$ cat config.mk
export PLATFORM = sky130hd
export DESIGN_NAME = slot_pool_allocator_with_lease_timeout
export DESIGN_NICKNAME = d
export VERILOG_FILES = /design/src/sv/spa_pkg.sv /design/src/sv/spa_ram.sv /design/src/sv/spa_front.sv /design/src/sv/spa_back.sv /design/src/sv/slot_pool_allocator_with_lease_timeout.sv
export SDC_FILE = /design/constraint.sdc
export NUM_CORES = 2
export LEC_CHECK = 0
export BUFFER_PORTS_ARGS = -buffer_cell sky130_fd_sc_hd__buf_2
export CAP_MARGIN = 20
export CELL_PAD_IN_SITES_DETAIL_PLACEMENT = 0
export CELL_PAD_IN_SITES_GLOBAL_PLACEMENT = 1
export CORE_ASPECT_RATIO = 1.2
export CORE_MARGIN = 3
export CORE_UTILIZATION = 56
export DETAILED_ROUTE_END_ITERATION = 10
export MAX_ROUTING_LAYER = met4
export PLACE_DENSITY = 0.88
export SLEW_MARGIN = 0
export SYNTH_ARGS = -nofsm -noshare
export SYNTH_HDL_FRONTEND = slang
export SYNTH_SLANG_ARGS = --single-unit
$ cat constraint.sdc
create_clock -name clk -period 10.5 [get_ports clk]
set_input_delay 1.05 -clock clk [delete_from_list [all_inputs] [get_ports clk]]
set_output_delay 1.05 -clock clk [all_outputs]
set_load 0.01 [all_outputs]
$ cat src/sv/spa_pkg.sv
// spa_pkg: shared types and codes for the slot pool allocator.
// Depends on nothing; imported by spa_front, spa_back, the top level and the bench.
package spa_pkg;

    // Operation codes of an input word
    typedef enum logic [1:0] {
        OP_GROW    = 2'd0,
        OP_ACQUIRE = 2'd1,
        OP_RELEASE = 2'd2,
        OP_SCAN    = 2'd3
    } op_t;

    // Result status codes
    localparam logic [1:0] ST_OK       = 2'd0;
    localparam logic [1:0] ST_NO_FREE  = 2'd1;
    localparam logic [1:0] ST_BAD_SLOT = 2'd2;

    // Configuration register indexes
    localparam logic [1:0] CFG_MAX_SLOTS = 2'd0;
    localparam logic [1:0] CFG_LIFETIME  = 2'd1;

    localparam logic [6:0]  MAX_SLOTS_RST = 7'd64;
    localparam logic [31:0] LIFETIME_RST  = 32'd60000;

    typedef struct packed {
        logic [1:0]  op;
        logic [6:0]  grow_count;
        logic [5:0]  slot;
        logic [31:0] now_tick;
    } in_word_t;

    typedef struct packed {
        logic [1:0] status;
        logic [5:0] granted_slot;
        logic [6:0] affected;
        logic [6:0] free_count;
        logic [6:0] created_count;
    } out_word_t;

    // Classified command handed from front to back
    typedef struct packed {
        op_t         op;
        logic [6:0]  grow_count;
        logic [5:0]  slot;
        logic [31:0] now_tick;
    } cmd_t;

    // Live configuration seen by the back end
    typedef struct packed {
        logic [6:0]  max_slots;
        logic [31:0] lifetime;
    } cfg_t;

endpackage

$ cat src/sv/spa_ram.sv
// spa_ram: generic one-write one-read RAM with registered read data.
// No dependencies.
module spa_ram #(
    parameter int WIDTH = 32,
    parameter int DEPTH = 64
) (
    input  logic                     clk,
    input  logic                     we,
    input  logic [$clog2(DEPTH)-1:0] waddr,
    input  logic [WIDTH-1:0]         wdata,
    input  logic [$clog2(DEPTH)-1:0] raddr,
    output logic [WIDTH-1:0]         rdata
);
    logic [WIDTH-1:0] mem [DEPTH];

    always_ff @(posedge clk)
    begin
        if (we)
        begin
            mem[waddr] <= wdata;
        end
        rdata <= mem[raddr];
    end
endmodule

$ cat src/sv/spa_front.sv
// spa_front: accepts input words, decodes the op and queues commands.
// Depends on spa_pkg.
module spa_front (
    input  logic              clk,
    input  logic              rst_n,
    input  logic              in_valid,
    output logic              in_ready,
    input  spa_pkg::in_word_t in_word,
    output logic              cmd_valid,
    input  logic              cmd_ready,
    output spa_pkg::cmd_t     cmd
);
    import spa_pkg::*;

    cmd_t       q_reg [2];
    logic       wp_reg, wp_next;
    logic       rp_reg, rp_next;
    logic [1:0] cnt_reg, cnt_next;
    cmd_t       dec;
    logic       push, pop;

    // Classify the incoming word
    always_comb
    begin
        dec.grow_count = in_word.grow_count;
        dec.slot       = in_word.slot;
        dec.now_tick   = in_word.now_tick;
        unique case (in_word.op)
            OP_GROW:    dec.op = OP_GROW;
            OP_ACQUIRE: dec.op = OP_ACQUIRE;
            OP_RELEASE: dec.op = OP_RELEASE;
            default:    dec.op = OP_SCAN;
        endcase
    end

    assign in_ready  = (cnt_reg != 2'd2);
    assign cmd_valid = (cnt_reg != 2'd0);
    assign cmd       = q_reg[rp_reg];
    assign push      = in_valid && in_ready;
    assign pop       = cmd_valid && cmd_ready;

    always_comb
    begin
        wp_next  = push ? ~wp_reg : wp_reg;
        rp_next  = pop ? ~rp_reg : rp_reg;
        cnt_next = cnt_reg + {1'b0, push} - {1'b0, pop};
    end

    // Two-entry command queue
    always_ff @(posedge clk)
    begin
        if (push)
        begin
            q_reg[wp_reg] <= dec;
        end
    end

    always_ff @(posedge clk or negedge rst_n)
    begin
        if (!rst_n)
        begin
            wp_reg  <= 1'b0;
            rp_reg  <= 1'b0;
            cnt_reg <= 2'd0;
        end
        else
        begin
            wp_reg  <= wp_next;
            rp_reg  <= rp_next;
            cnt_reg <= cnt_next;
        end
    end

    a_cnt_range: assert property (@(posedge clk) disable iff (!rst_n)
        cnt_reg != 2'd3) else $error("front queue count out of range");
    a_full_no_push: assert property (@(posedge clk) disable iff (!rst_n)
        (cnt_reg == 2'd2 && !pop) |=> cnt_reg == 2'd2)
        else $error("full queue lost an entry");
    a_ptr_track: assert property (@(posedge clk) disable iff (!rst_n)
        (cnt_reg == 2'd0 || cnt_reg == 2'd2) |-> wp_reg == rp_reg)
        else $error("queue pointers disagree with count");
endmodule

$ cat src/sv/spa_back.sv
// spa_back: executes commands against the slot pool state.
// Depends on spa_pkg and spa_ram (free ring and lease stamp memories).
module spa_back #(
    parameter int POOL_SLOTS = 64
) (
    input  logic               clk,
    input  logic               rst_n,
    input  spa_pkg::cfg_t      cfg,
    input  logic               cmd_valid,
    output logic               cmd_ready,
    input  spa_pkg::cmd_t      cmd,
    output logic               out_valid,
    input  logic               out_ready,
    output spa_pkg::out_word_t out_word
);
    import spa_pkg::*;

    localparam int SW = $clog2(POOL_SLOTS);
    localparam int CW = $clog2(POOL_SLOTS + 1);
    localparam logic [CW-1:0] POOL_C  = CW'(POOL_SLOTS);
    localparam logic [SW-1:0] LAST_IX = SW'(POOL_SLOTS - 1);

    typedef enum logic [2:0] {
        S_IDLE, S_GROW, S_ACQ, S_SCAN, S_DONE
    } state_t;

    state_t            state_reg, state_next;
    cmd_t              cmd_reg, cmd_next;
    logic [CW-1:0]     created_reg, created_next;
    logic [CW-1:0]     qtot_reg, qtot_next;
    logic [SW-1:0]     head_reg, head_next;
    logic [SW-1:0]     tail_reg, tail_next;
    logic [POOL_SLOTS-1:0] busy_reg, busy_next;
    logic [POOL_SLOTS-1:0] queued_reg, queued_next;
    logic [1:0]        status_reg, status_next;
    logic [SW-1:0]     granted_reg, granted_next;
    logic [CW-1:0]     aff_reg, aff_next;
    logic [CW-1:0]     left_reg, left_next;
    logic [CW-1:0]     lim_reg, lim_next;
    logic [CW-1:0]     sidx_reg, sidx_next;
    logic              pv_reg, pv_next;
    logic [SW-1:0]     pidx_reg, pidx_next;
    logic              out_valid_reg, out_valid_next;
    out_word_t         out_reg, out_next;

    logic [CW-1:0]     cap, room, n_grow;
    logic              enq_req;
    logic [SW-1:0]     enq_slot;
    logic              ring_we;
    logic [SW-1:0]     ring_rdata;
    logic              stamp_we;
    logic [31:0]       stamp_rdata;
    logic [SW-1:0]     rel_idx;
    logic [31:0]       age;

    // Memories: free ring read at head, stamps read at the scan index
    spa_ram #(.WIDTH(SW), .DEPTH(POOL_SLOTS)) u_ring (
        .clk   (clk),
        .we    (ring_we),
        .waddr (tail_reg),
        .wdata (enq_slot),
        .raddr (head_reg),
        .rdata (ring_rdata)
    );

    spa_ram #(.WIDTH(32), .DEPTH(POOL_SLOTS)) u_stamp (
        .clk   (clk),
        .we    (stamp_we),
        .waddr (ring_rdata),
        .wdata (cmd_reg.now_tick),
        .raddr (sidx_reg[SW-1:0]),
        .rdata (stamp_rdata)
    );

    // Effective cap, free room and grow size
    always_comb
    begin
        cap = ({25'd0, cfg.max_slots} > 32'(POOL_SLOTS)) ? POOL_C : CW'(cfg.max_slots);
        room = (created_reg < cap) ? cap - created_reg : '0;
        n_grow = ({25'd0, cmd.grow_count} < 32'(room)) ? CW'(cmd.grow_count) : room;
        rel_idx = SW'(32'(cmd.slot));
        age = cmd_reg.now_tick - stamp_rdata;
    end

    assign cmd_ready = (state_reg == S_IDLE);

    always_comb
    begin
        state_next   = state_reg;
        cmd_next     = cmd_reg;
        created_next = created_reg;
        qtot_next    = qtot_reg;
        head_next    = head_reg;
        tail_next    = tail_reg;
        busy_next    = busy_reg;
        queued_next  = queued_reg;
        status_next  = status_reg;
        granted_next = granted_reg;
        aff_next     = aff_reg;
        left_next    = left_reg;
        lim_next     = lim_reg;
        sidx_next    = sidx_reg;
        pv_next      = 1'b0;
        pidx_next    = pidx_reg;
        out_next     = out_reg;
        out_valid_next = out_valid_reg && !out_ready;
        enq_req      = 1'b0;
        enq_slot     = '0;
        ring_we      = 1'b0;
        stamp_we     = 1'b0;

        unique case (state_reg)
            S_IDLE:
            begin
                if (cmd_valid)
                begin
                    cmd_next     = cmd;
                    status_next  = ST_OK;
                    granted_next = '0;
                    aff_next     = '0;
                    unique case (cmd.op)
                        OP_GROW:
                        begin
                            aff_next   = n_grow;
                            left_next  = n_grow;
                            state_next = (n_grow == '0) ? S_DONE : S_GROW;
                        end
                        OP_ACQUIRE:
                        begin
                            if (qtot_reg == '0)
                            begin
                                status_next = ST_NO_FREE;
                                state_next  = S_DONE;
                            end
                            else
                            begin
                                state_next = S_ACQ;
                            end
                        end
                        OP_RELEASE:
                        begin
                            if (32'(cmd.slot) >= 32'(created_reg))
                            begin
                                status_next = ST_BAD_SLOT;
                            end
                            else
                            begin
                                busy_next[rel_idx] = 1'b0;
                                enq_req  = 1'b1;
                                enq_slot = rel_idx;
                            end
                            state_next = S_DONE;
                        end
                        default:
                        begin
                            lim_next   = (created_reg < cap) ? created_reg : cap;
                            sidx_next  = '0;
                            state_next = S_SCAN;
                        end
                    endcase
                end
            end
            // One new slot per cycle
            S_GROW:
            begin
                busy_next[created_reg[SW-1:0]] = 1'b0;
                enq_req      = 1'b1;
                enq_slot     = created_reg[SW-1:0];
                created_next = created_reg + 1'b1;
                left_next    = left_reg - 1'b1;
                if (left_reg == CW'(1))
                begin
                    state_next = S_DONE;
                end
            end
            // Ring head data is back: pop it
            S_ACQ:
            begin
                head_next = (head_reg == LAST_IX) ? '0 : head_reg + 1'b1;
                qtot_next = qtot_reg - 1'b1;
                queued_next[ring_rdata] = 1'b0;
                busy_next[ring_rdata]   = 1'b1;
                stamp_we     = 1'b1;
                granted_next = ring_rdata;
                state_next   = S_DONE;
            end
            // Read stamp of one slot per cycle, judge it the next cycle
            S_SCAN:
            begin
                if (sidx_reg < lim_reg)
                begin
                    pv_next   = 1'b1;
                    pidx_next = sidx_reg[SW-1:0];
                    sidx_next = sidx_reg + 1'b1;
                end
                if (pv_reg && busy_reg[pidx_reg] && (age > cfg.lifetime))
                begin
                    busy_next[pidx_reg] = 1'b0;
                    enq_req  = 1'b1;
                    enq_slot = pidx_reg;
                    aff_next = aff_reg + 1'b1;
                end
                if (sidx_reg >= lim_reg && !pv_reg)
                begin
                    state_next = S_DONE;
                end
            end
            default:
            begin
                if (!out_valid_reg || out_ready)
                begin
                    out_next.status        = status_reg;
                    out_next.granted_slot  = 6'(granted_reg);
                    out_next.affected      = 7'(aff_reg);
                    out_next.free_count    = 7'(qtot_reg);
                    out_next.created_count = 7'(created_reg);
                    out_valid_next = 1'b1;
                    state_next     = S_IDLE;
                end
            end
        endcase

        // Shared enqueue onto the free ring
        if (enq_req && !queued_reg[enq_slot] && qtot_reg < POOL_C)
        begin
            ring_we     = 1'b1;
            queued_next[enq_slot] = 1'b1;
            tail_next   = (tail_reg == LAST_IX) ? '0 : tail_reg + 1'b1;
            qtot_next   = qtot_reg + 1'b1;
        end
    end

    assign out_valid = out_valid_reg;
    assign out_word  = out_reg;

    always_ff @(posedge clk)
    begin
        cmd_reg  <= cmd_next;
        out_reg  <= out_next;
        granted_reg <= granted_next;
        aff_reg  <= aff_next;
        left_reg <= left_next;
        lim_reg  <= lim_next;
        pidx_reg <= pidx_next;
        status_reg <= status_next;
    end

    always_ff @(posedge clk or negedge rst_n)
    begin
        if (!rst_n)
        begin
            state_reg     <= S_IDLE;
            created_reg   <= '0;
            qtot_reg      <= '0;
            head_reg      <= '0;
            tail_reg      <= '0;
            busy_reg      <= '0;
            queued_reg    <= '0;
            sidx_reg      <= '0;
            pv_reg        <= 1'b0;
            out_valid_reg <= 1'b0;
        end
        else
        begin
            state_reg     <= state_next;
            created_reg   <= created_next;
            qtot_reg      <= qtot_next;
            head_reg      <= head_next;
            tail_reg      <= tail_next;
            busy_reg      <= busy_next;
            queued_reg    <= queued_next;
            sidx_reg      <= sidx_next;
            pv_reg        <= pv_next;
            out_valid_reg <= out_valid_next;
        end
    end

    a_qtot_marks: assert property (@(posedge clk) disable iff (!rst_n)
        $countones(queued_reg) == 32'(qtot_reg))
        else $error("queued marks disagree with queued total");
    a_created_cap: assert property (@(posedge clk) disable iff (!rst_n)
        created_reg <= POOL_C) else $error("created total above pool size");
    a_acq_nonempty: assert property (@(posedge clk) disable iff (!rst_n)
        state_reg == S_ACQ |-> qtot_reg != '0)
        else $error("pop from an empty free ring");
    a_busy_not_queued: assert property (@(posedge clk) disable iff (!rst_n)
        (busy_reg & queued_reg) == '0) else $error("slot both busy and queued");
endmodule

$ cat src/sv/slot_pool_allocator_with_lease_timeout.sv
// Slot pool allocator with lease timeout: top level, config registers.
// Depends on spa_pkg, spa_front, spa_back (which uses spa_ram).
//
//  channel | direction | handshake             | payload
//  in      | input     | in_valid / in_ready   | in_word  (op, grow_count, slot, now_tick)
//  out     | output    | out_valid / out_ready | out_word (status, slot, counts)
//  cfg     | input     | cfg_valid / cfg_ready | cfg_index, cfg_data
//
// Back end per word: a release acts on accept, an acquire reads the ring then pops it,
// a grow creates one slot per step, a scan walks the slots; then the result is loaded.
// The one-slot-per-cycle walk of grow and scan sets the worst case.
// Reset is immediate: all slot marks are flip-flops, no clearing pass.
// A two-entry command queue and the output register let input and output stall
// independently; cfg_ready is always high.
module slot_pool_allocator_with_lease_timeout #(
    parameter int POOL_SLOTS = 64
) (
    input  logic               clk,
    input  logic               rst_n,
    input  logic               in_valid,
    output logic               in_ready,
    input  spa_pkg::in_word_t  in_word,
    output logic               out_valid,
    input  logic               out_ready,
    output spa_pkg::out_word_t out_word,
    input  logic               cfg_valid,
    output logic               cfg_ready,
    input  logic [1:0]         cfg_index,
    input  logic [31:0]        cfg_data
);
    import spa_pkg::*;

    cfg_t cfg_reg, cfg_next;
    logic cmd_valid, cmd_ready;
    cmd_t cmd;

    assign cfg_ready = 1'b1;

    // Configuration register writes
    always_comb
    begin
        cfg_next = cfg_reg;
        if (cfg_valid)
        begin
            unique case (cfg_index)
                CFG_MAX_SLOTS: cfg_next.max_slots = cfg_data[6:0];
                CFG_LIFETIME:  cfg_next.lifetime  = cfg_data;
                default:       cfg_next = cfg_reg;
            endcase
        end
    end

    always_ff @(posedge clk or negedge rst_n)
    begin
        if (!rst_n)
        begin
            cfg_reg.max_slots <= MAX_SLOTS_RST;
            cfg_reg.lifetime  <= LIFETIME_RST;
        end
        else
        begin
            cfg_reg <= cfg_next;
        end
    end

    spa_front u_front (
        .clk       (clk),
        .rst_n     (rst_n),
        .in_valid  (in_valid),
        .in_ready  (in_ready),
        .in_word   (in_word),
        .cmd_valid (cmd_valid),
        .cmd_ready (cmd_ready),
        .cmd       (cmd)
    );

    spa_back #(.POOL_SLOTS(POOL_SLOTS)) u_back (
        .clk       (clk),
        .rst_n     (rst_n),
        .cfg       (cfg_reg),
        .cmd_valid (cmd_valid),
        .cmd_ready (cmd_ready),
        .cmd       (cmd),
        .out_valid (out_valid),
        .out_ready (out_ready),
        .out_word  (out_word)
    );
endmodule

After elaboration in Yosys (flattened, before gate mapping). Memory sizes are Yosys's and may differ from the RTL's. A register that Yosys moved wholly into a read port is not among the register bits. Index checks and enable logic that the tools add are counted.

Bits in registers: 305. Memory bits (writable): 2526. Bits of input ports: 86. Output and inout port bits: 32. Word-level logic and storage cells: 216. Memories: 3.

Memory list: u_back.u_stamp.mem (depth 64, bits a word 32, rd ports 1, clocked after Yosys merged registers in 1, wr ports 1, RTL line spa_ram.sv:14) `logic [WIDTH-1:0] mem [DEPTH];`; u_back.u_ring.mem (depth 64, bits a word 6, rd ports 1, clocked after Yosys merged registers in 1, wr ports 1, RTL line spa_ram.sv:14); u_front.q_reg (depth 2, bits a word 47, rd ports 1, clocked after Yosys merged registers in 0, wr ports 1, RTL line spa_front.sv:15) `cmd_t q_reg [2];`.

$add $sub $neg: 12. Magnitude comparators: 18. Equal/unequal tests: 21. Multiplexer cells: 76. Bitwise gates (word level): 14. Reduce and logical (&&, ||, !) cells: 45.

Operators by type and width (count): 64-bit 2-to-1 mux (6); 64-bit bitwise AND (4); 64-bit NOT (4); 64-bit case mux with 4 select lines (1); 64-bit OR (2); 7-bit 2-to-1 mux (14); 6-bit 2-to-1 mux (7); 7-bit case mux with 2 select lines (3); 6-bit by 7-bit < comparator with 1-bit output, second input constant (5); 32-bit greater-than comparator (1); 32-bit subtractor (1); 1-bit demux with 6-bit select (5); 6-bit by 1-bit greater-or-equal comparator with 1-bit output, second input constant (5); 7-bit by 1-bit adder with 7-bit output, second input constant (4); 1-bit 2-to-1 mux (24); 7-bit < comparator (3); 3-bit 2-to-1 mux (6); 6-bit case mux with 3 select lines (1); 7-bit logical NOT (2); 2-bit by 1-bit != test with 1-bit output, second input constant (7); 7-bit by 1-bit subtractor with 7-bit output, second input constant (2); 1-bit logical AND (13); 6-bit by 1-bit adder with 6-bit output, second input constant (2); 1-bit binary-select mux with 6-bit select (2); other kinds (35) (62).

Logic depth before layout (Yosys ltp).
Depth after elaboration: 14. Gate-level depth with buffers: 45. Mapped depth without buffers: 41.

Hierarchy. Synthesis repeated with hierarchy kept, for this count alone.

Cell total of the unflattened synthesis: 5967. Area total of the unflattened synthesis: 115061.6 µm².

By module, submodules not included: spa_ram (u_back.u_stamp) (times used 1, cells an instance 3324, area each 78515.3 µm², sequential area each 62139.6 µm²); spa_back (times used 1, cells an instance 1668, area each 16076.7 µm², sequential area each 7036.7 µm²); spa_ram (u_back.u_ring) (times used 1, cells an instance 720, area each 15225.9 µm², sequential area each 11651.2 µm²); spa_front (times used 1, cells an instance 170, area each 3622.2 µm², sequential area each 2922.8 µm²); slot_pool_allocator_with_lease_timeout (times used 1, cells an instance 85, area each 1621.6 µm², sequential area each 985.9 µm²).

Least setup slack after synthesis. OpenSTA, ideal clock, no wires.

Kind: reg-to-reg. From: reg u_back.cmd_reg[0] in the netlist's numbering. To: reg u_back.qtot_reg[6]. Arrival: 9566 ps. Data required time: 10379 ps. Slack: 813 ps. Cell stages (with the launch flop): 43. Period minus slack after synthesis: 9687 ps. Cells stage by stage: edfxtp_1 > inv_1 > ha_1 > inv_1 > fa_1 > a21o_1 > a21oi_1 > nor2b_1 > o21ai_0 > a21oi_1 > a211oi_1 > o311ai_0 > a21oi_1 > o21ai_0 > a41oi_1 > a21oi_1 > a21o_1 > a21oi_1 > (+7 left out) > a21oi_2 > inv_2 > clkbuf_1 > o21ai_0 > a22oi_1 > o2bb2ai_1 > or4b_1 > buf_2 > buf_2 > fa_1 > a21o_1 > a21oi_1 > nor2b_1 > o21ai_0 > nand2b_1 > nor2_1 > and2_1 > a21oi_1.

Cells in the longest elaborated chain, start to end: 11. Elaborated cells between the ends (all ways): 14. Those cells by class: add/sub: 1; order compare: 1; mux: 7; reduce/logical: 5.

RTL lines: from (decl) (RTL line spa_back.sv:28) `cmd_t cmd_reg, cmd_next;`; from (signal assigned) (RTL line spa_back.sv:238) `cmd_reg <= cmd_next;`; 32-bit subtractor (*) (RTL line spa_back.sv:82) `age = cmd_reg.now_tick - stamp_rdata;`; 32-bit greater-than comparator (*) (RTL line spa_back.sv:196) `if (pv_reg && busy_reg[pidx_reg] && (age > cfg.lifetime))`; 1-bit logical AND (*) (RTL line spa_back.sv:196); 6-bit 2-to-1 mux (*) (RTL line spa_back.sv:196); 6-bit case mux with 3 select lines (*) (RTL line spa_back.sv:112) `unique case (state_reg)`; via u_back.enq_slot[1] (RTL line spa_back.sv:48) `logic [SW-1:0] enq_slot;`; 1-bit binary-select mux with 6-bit select (*) (RTL line spa_back.sv:224) `if (enq_req && !queued_reg[enq_slot] && qtot_reg < POOL_C)`; 1-bit 2-to-1 mux (not written as such) (*) (RTL line spa_back.sv:224); 1-bit logical NOT (*) (RTL line spa_back.sv:224); 1-bit logical AND (*) (2 in a row) (RTL line spa_back.sv:224); 7-bit 2-to-1 mux / 2-bit nonzero test (equally long branches); to (signal assigned) (RTL line spa_back.sv:267) `qtot_reg <= qtot_next;`; to (decl) (RTL line spa_back.sv:30) `logic [CW-1:0] qtot_reg, qtot_next;`.

Mark *: on every way through the listed nets, which the timed path passes. The rest lies on a longest branch. The select of a mux whose other input is x is not followed. A chain may end at the register's enable or synchronous reset.

Final worst setup path.
From: reg u_back.cmd_reg[0] in the netlist's numbering. To: mem u_back.u_ring.mem[40][3] in the netlist's numbering (enable).

Cells in the longest elaborated chain, start to end: 13. Elaborated cells between the ends (all ways): 15. Those cells by class: add/sub: 1; order compare: 1; mux: 9; reduce/logical: 4.

RTL lines: 32-bit subtractor (*) (RTL line spa_back.sv:82); 32-bit greater-than comparator (*) (RTL line spa_back.sv:196); 1-bit logical AND (*) (RTL line spa_back.sv:196); 6-bit 2-to-1 mux (RTL line spa_back.sv:196); 6-bit case mux with 3 select lines (RTL line spa_back.sv:112); 1-bit binary-select mux with 6-bit select (RTL line spa_back.sv:224); 1-bit 2-to-1 mux (not written as such) (RTL line spa_back.sv:224); 1-bit logical NOT (RTL line spa_back.sv:224); 1-bit logical AND (*) (2 in a row) (RTL line spa_back.sv:224); 1-bit 2-to-1 mux (*) (RTL line spa_back.sv:224); 1-bit 2-to-1 mux (*) (RTL line spa_ram.sv:18) `if (we)`; 1-bit 2-to-1 mux (not written as such) (*) (RTL line spa_ram.sv:20) `mem[waddr] <= wdata;`; to (decl) (RTL line spa_ram.sv:14).

Mark *: on every way between the ends. The rest lies on a longest branch, timed or not. The select of a mux whose other input is x is not followed.

==> results.sh <==
export IMPL_root_buffer="sky130_fd_sc_hd__clkbuf_16"
export IMPL_synth_enable_flop_cells=2622
export IMPL_htreeDepth=5
export IMPL_cts_buffers=290
export IMPL_final_layout_size_suffix_gt1_frac=0.290
export IMPL_antenna_found_initial=33
export IMPL_post_synth_cell_area_avg_um2=20.8
export IMPL_floorplan_initialDensity=0.565
export IMPL_fillCellCount=12700
export IMPL_report_final_slew_viol_count=0
export IMPL_timing_critical_path_max_delay_family="simple AND/OR/NAND/NOR gates"
export IMPL_fin_nets=5974
export IMPL_synth_area_um2=114000
export IMPL_area_of_the_multi_input_gates_um2=28100
export IMPL_critPathMaxFanout=21
export IMPL_number_of_global_route_vias_before_repair=62000
export IMPL_critical_path_arrival_ns=10.57
export IMPL_clockBufferDepth=4
export IMPL_post_cts_setup_buffers=0
export IMPL_crit_path_start_kind="flop"
export IMPL_overflow=0
export IMPL_netlist_instances=5482
export IMPL_cp_common_cell="sky130_fd_sc_hd__a21oi_1"
export IMPL_drtIter0Drc=10400
export IMPL_yosysSeqAreaShare=0.744
export IMPL_clock_skews_ns=0.0644
export IMPL_maxCapViolCount=0
export IMPL_max_slew_margin=0.230
export IMPL_postSynthNetCount=5678
export IMPL_finalSetupViolCount=0
export IMPL_postRouteAntennaNets=0
export IMPL_critical_path_max_stage_delay_ns=0.79
export IMPL_timing_critical_path_slowest_stage_cell="sky130_fd_sc_hd__or4b_1"
export IMPL_mostFrequentLayoutCells="sky130_fd_sc_hd__edfxtp_1, sky130_fd_sc_hd__mux4_2, sky130_fd_sc_hd__clkbuf_16"
export IMPL_area_sequential_um2=84800
export IMPL_fmaxAchievable_mhz=100
export IMPL_portbufs=116
export IMPL_post_detailed_placement_half_perimeter_wirelength_mm=175
export IMPL_finalCriticalPeriod_ns=9.96
export IMPL_die_outline_area_um2=209000
export IMPL_detailedRoute_firstPassIterationCount=8
export IMPL_ys_dominant_reg_cell="sky130_fd_sc_hd__edfxtp_1"
export IMPL_syn_to_final_growth_pct=12.3
export IMPL_reg2reg_slack_ns=0.54
export IMPL_worst_ep_required_time_ns=11.12
export IMPL_cts_tree="done"
export IMPL_end_kind="flop"
export IMPL_crit_type="flop to flop"
export IMPL_run_status="complete, no violations"
export IMPL_rr_startpoint="u_back.cmd_reg[0]"
export IMPL_clk_pin_slew_ns=0.06
export IMPL_finalWirelength_mm=337
export IMPL_num_ports=118
export IMPL_timing_final_crit_share=0.948
export IMPL_routedWlPerCell_um=39.0
export IMPL_rr_worst_depth=35
export IMPL_vdd_ir_drop_max_mv=0.239
export IMPL_async_reset_ff_frac=0.0728
export IMPL_critical_path_buf_inv_count=4
export IMPL_ys_ff_latch=2869
export IMPL_synth_lib_cells_used_distinct=84
export IMPL_core_area_um2=201000
export IMPL_ys_warnings_count=0
export IMPL_dp_slack_ns=0.403
export IMPL_mostFrequentLayoutCell="sky130_fd_sc_hd__edfxtp_1"
export IMPL_grt_first_pass_wirelength_mm=470
export IMPL_die_width_um=418
export IMPL_setup_total_negative_slack_ns=0
export IMPL_crit_reg2reg_capture="u_back.u_ring.mem[40][3]"
export IMPL_die_h_um=500
export IMPL_place_congestion=0.932
export IMPL_global_route_usage_total=0.332
export IMPL_largest_reg_flops=2048
export IMPL_cts_hold_buffers=0
export IMPL_number_of_core_rows=180
export IMPL_clkSinkCount=2869
export IMPL_layout_setup_ws_ns=0.543
export IMPL_p_per_area_nw_per_um2=265
export IMPL_holdCritPathClass="input pin to asynchronous set/reset pin"
export IMPL_hold_vio_cnt_final=0
export IMPL_clock_latency_on_the_worst_skew_pair_ns=0.98
export IMPL_worstMarginPinSlew_ns=1.15
export IMPL_grt_max_degree=140
export IMPL_via_count=61400
export IMPL_post_drt_via_cell_ratio=7.10
export IMPL_drc=0
export IMPL_power_static_leakage_nw=40.9
## how the worst max path moves through the flow
stage                           start                  endpoint  cells after the start
floorplan           u_back.cmd_reg[0]        u_back.qtot_reg[6]                     42
global placement    u_back.cmd_reg[0]  u_back.u_ring.mem[41][5]                     35
detailed placement  u_back.cmd_reg[0]  u_back.u_ring.mem[40][1]                     35
CTS                 u_back.cmd_reg[0]  u_back.u_ring.mem[40][3]                     35
global route        u_back.cmd_reg[0]  u_back.u_ring.mem[49][0]                     35
finish              u_back.cmd_reg[0]  u_back.u_ring.mem[40][3]                     35
## metrics by stage
step | total power, mW | cells | utilization | instance area (um^2) | hold slack [ns]
floorplan | 20.6 | 5482 | - | 114000 | 0.400
global placement | 23.3 | 8122 | 0.589 | 118000 | 0.422
CTS | 33.7 | 8611 | 0.634 | 128000 | 0.0932
detailed placement | 23.5 | 8123 | 0.589 | 119000 | 0.405
finish | 33.9 | 8648 | 0.635 | 128000 | 0.0907
global route | 34.9 | 8641 | 0.634 | 128000 | 0.121
## where the power goes
part / total [mW] / internal, mW / switching (mW)
clock network: 10.2 / 5.82 / 4.37
logic: 8.56 / 3.23 / 5.33
registers: 15.1 / 14.5 / 0.620
## timing repair
| action | 4_1_cts | 5_1_grt |
|---|---|---|
| resized for setup | 0 | 26 |
| endpoints found under the setup margin | 0 | 345 |
| hold endpoints to repair | 0 | 0 |
## metal layers
layer	track usage	wire length [um]	up-vias
met4	0.178	21500	0
met2	0.504	161000	5546
met1	0.412	110000	31500
met3	0.0919	44100	1121
met5	-	0	-
li1	-	-	23200
## synth_stat cells (8+ instances only)
master	n	share of area
sky130_fd_sc_hd__o31ai_1	12	0.00079
sky130_fd_sc_hd__dfstp_2	8	0.0018
sky130_fd_sc_hd__mux2i_1	33	0.0029
sky130_fd_sc_hd__dfrtp_1	201	0.044
sky130_fd_sc_hd__a21o_1	23	0.0015
sky130_fd_sc_hd__o221ai_1	14	0.0011
sky130_fd_sc_hd__xnor2_1	44	0.0034
sky130_fd_sc_hd__a22o_1	8	0.00062
sky130_fd_sc_hd__xor2_1	20	0.0015
sky130_fd_sc_hd__mux2_2	96	0.0095
sky130_fd_sc_hd__buf_2	17	0.00075
sky130_fd_sc_hd__and2_1	13	0.00071
sky130_fd_sc_hd__a31oi_1	11	0.00060
sky130_fd_sc_hd__dfxtp_1	38	0.0067
sky130_fd_sc_hd__or3_1	10	0.00055
sky130_fd_sc_hd__and3_1	24	0.0013
sky130_fd_sc_hd__nand2_1	120	0.0040
sky130_fd_sc_hd__nor3_1	31	0.0014
sky130_fd_sc_hd__a21oi_1	100	0.0044
sky130_fd_sc_hd__clkbuf_1	194	0.0064
sky130_fd_sc_hd__o22a_1	42	0.0032
sky130_fd_sc_hd__nor2_1	236	0.0078
sky130_fd_sc_hd__edfxtp_1	2622	0.69
sky130_fd_sc_hd__o21ai_0	165	0.0073
sky130_fd_sc_hd__mux4_2	804	0.16
sky130_fd_sc_hd__buf_1	67	0.0022
sky130_fd_sc_hd__ha_1	107	0.012
sky130_fd_sc_hd__nand3_1	64	0.0028
sky130_fd_sc_hd__nand4_1	12	0.00066
sky130_fd_sc_hd__inv_1	119	0.0039
sky130_fd_sc_hd__or2_2	8	0.00044
sky130_fd_sc_hd__o22ai_1	21	0.0012
sky130_fd_sc_hd__a22oi_1	10	0.00066
sky130_fd_sc_hd__nand3b_1	16	0.0011
sky130_fd_sc_hd__nor2b_1	26	0.0014
sky130_fd_sc_hd__nand2b_1	19	0.0010
## kinds of logic (layout without fill, tap and decap cells)
family | count (synthesis) | in the layout | synth area share
buffers and inverters | 407 | 899 | 0.0138
and+or+nand+nor | 618 | 618 | 0.0260
xor gates and xnor gates | 64 | 64 | 0.00492
muxes | 935 | 935 | 0.172
other | 1 | 36 | 0.0000329
DFF | 2869 | 2869 | 0.744
adders and majority gates | 110 | 110 | 0.0123
AOI/OAI and AO/OA | 478 | 478 | 0.0267
## layout make-up
type                       instances  area share
sequential                      2869       0.663
multi-input combinational       2206       0.220
clock buffer                     366      0.0613
tap                             2639      0.0258
timing repair buffer             286      0.0157
clock inverter                   122     0.00958
inverter                         125     0.00367
antenna                           35    0.000685
Power figures use the tool's default switching activity.
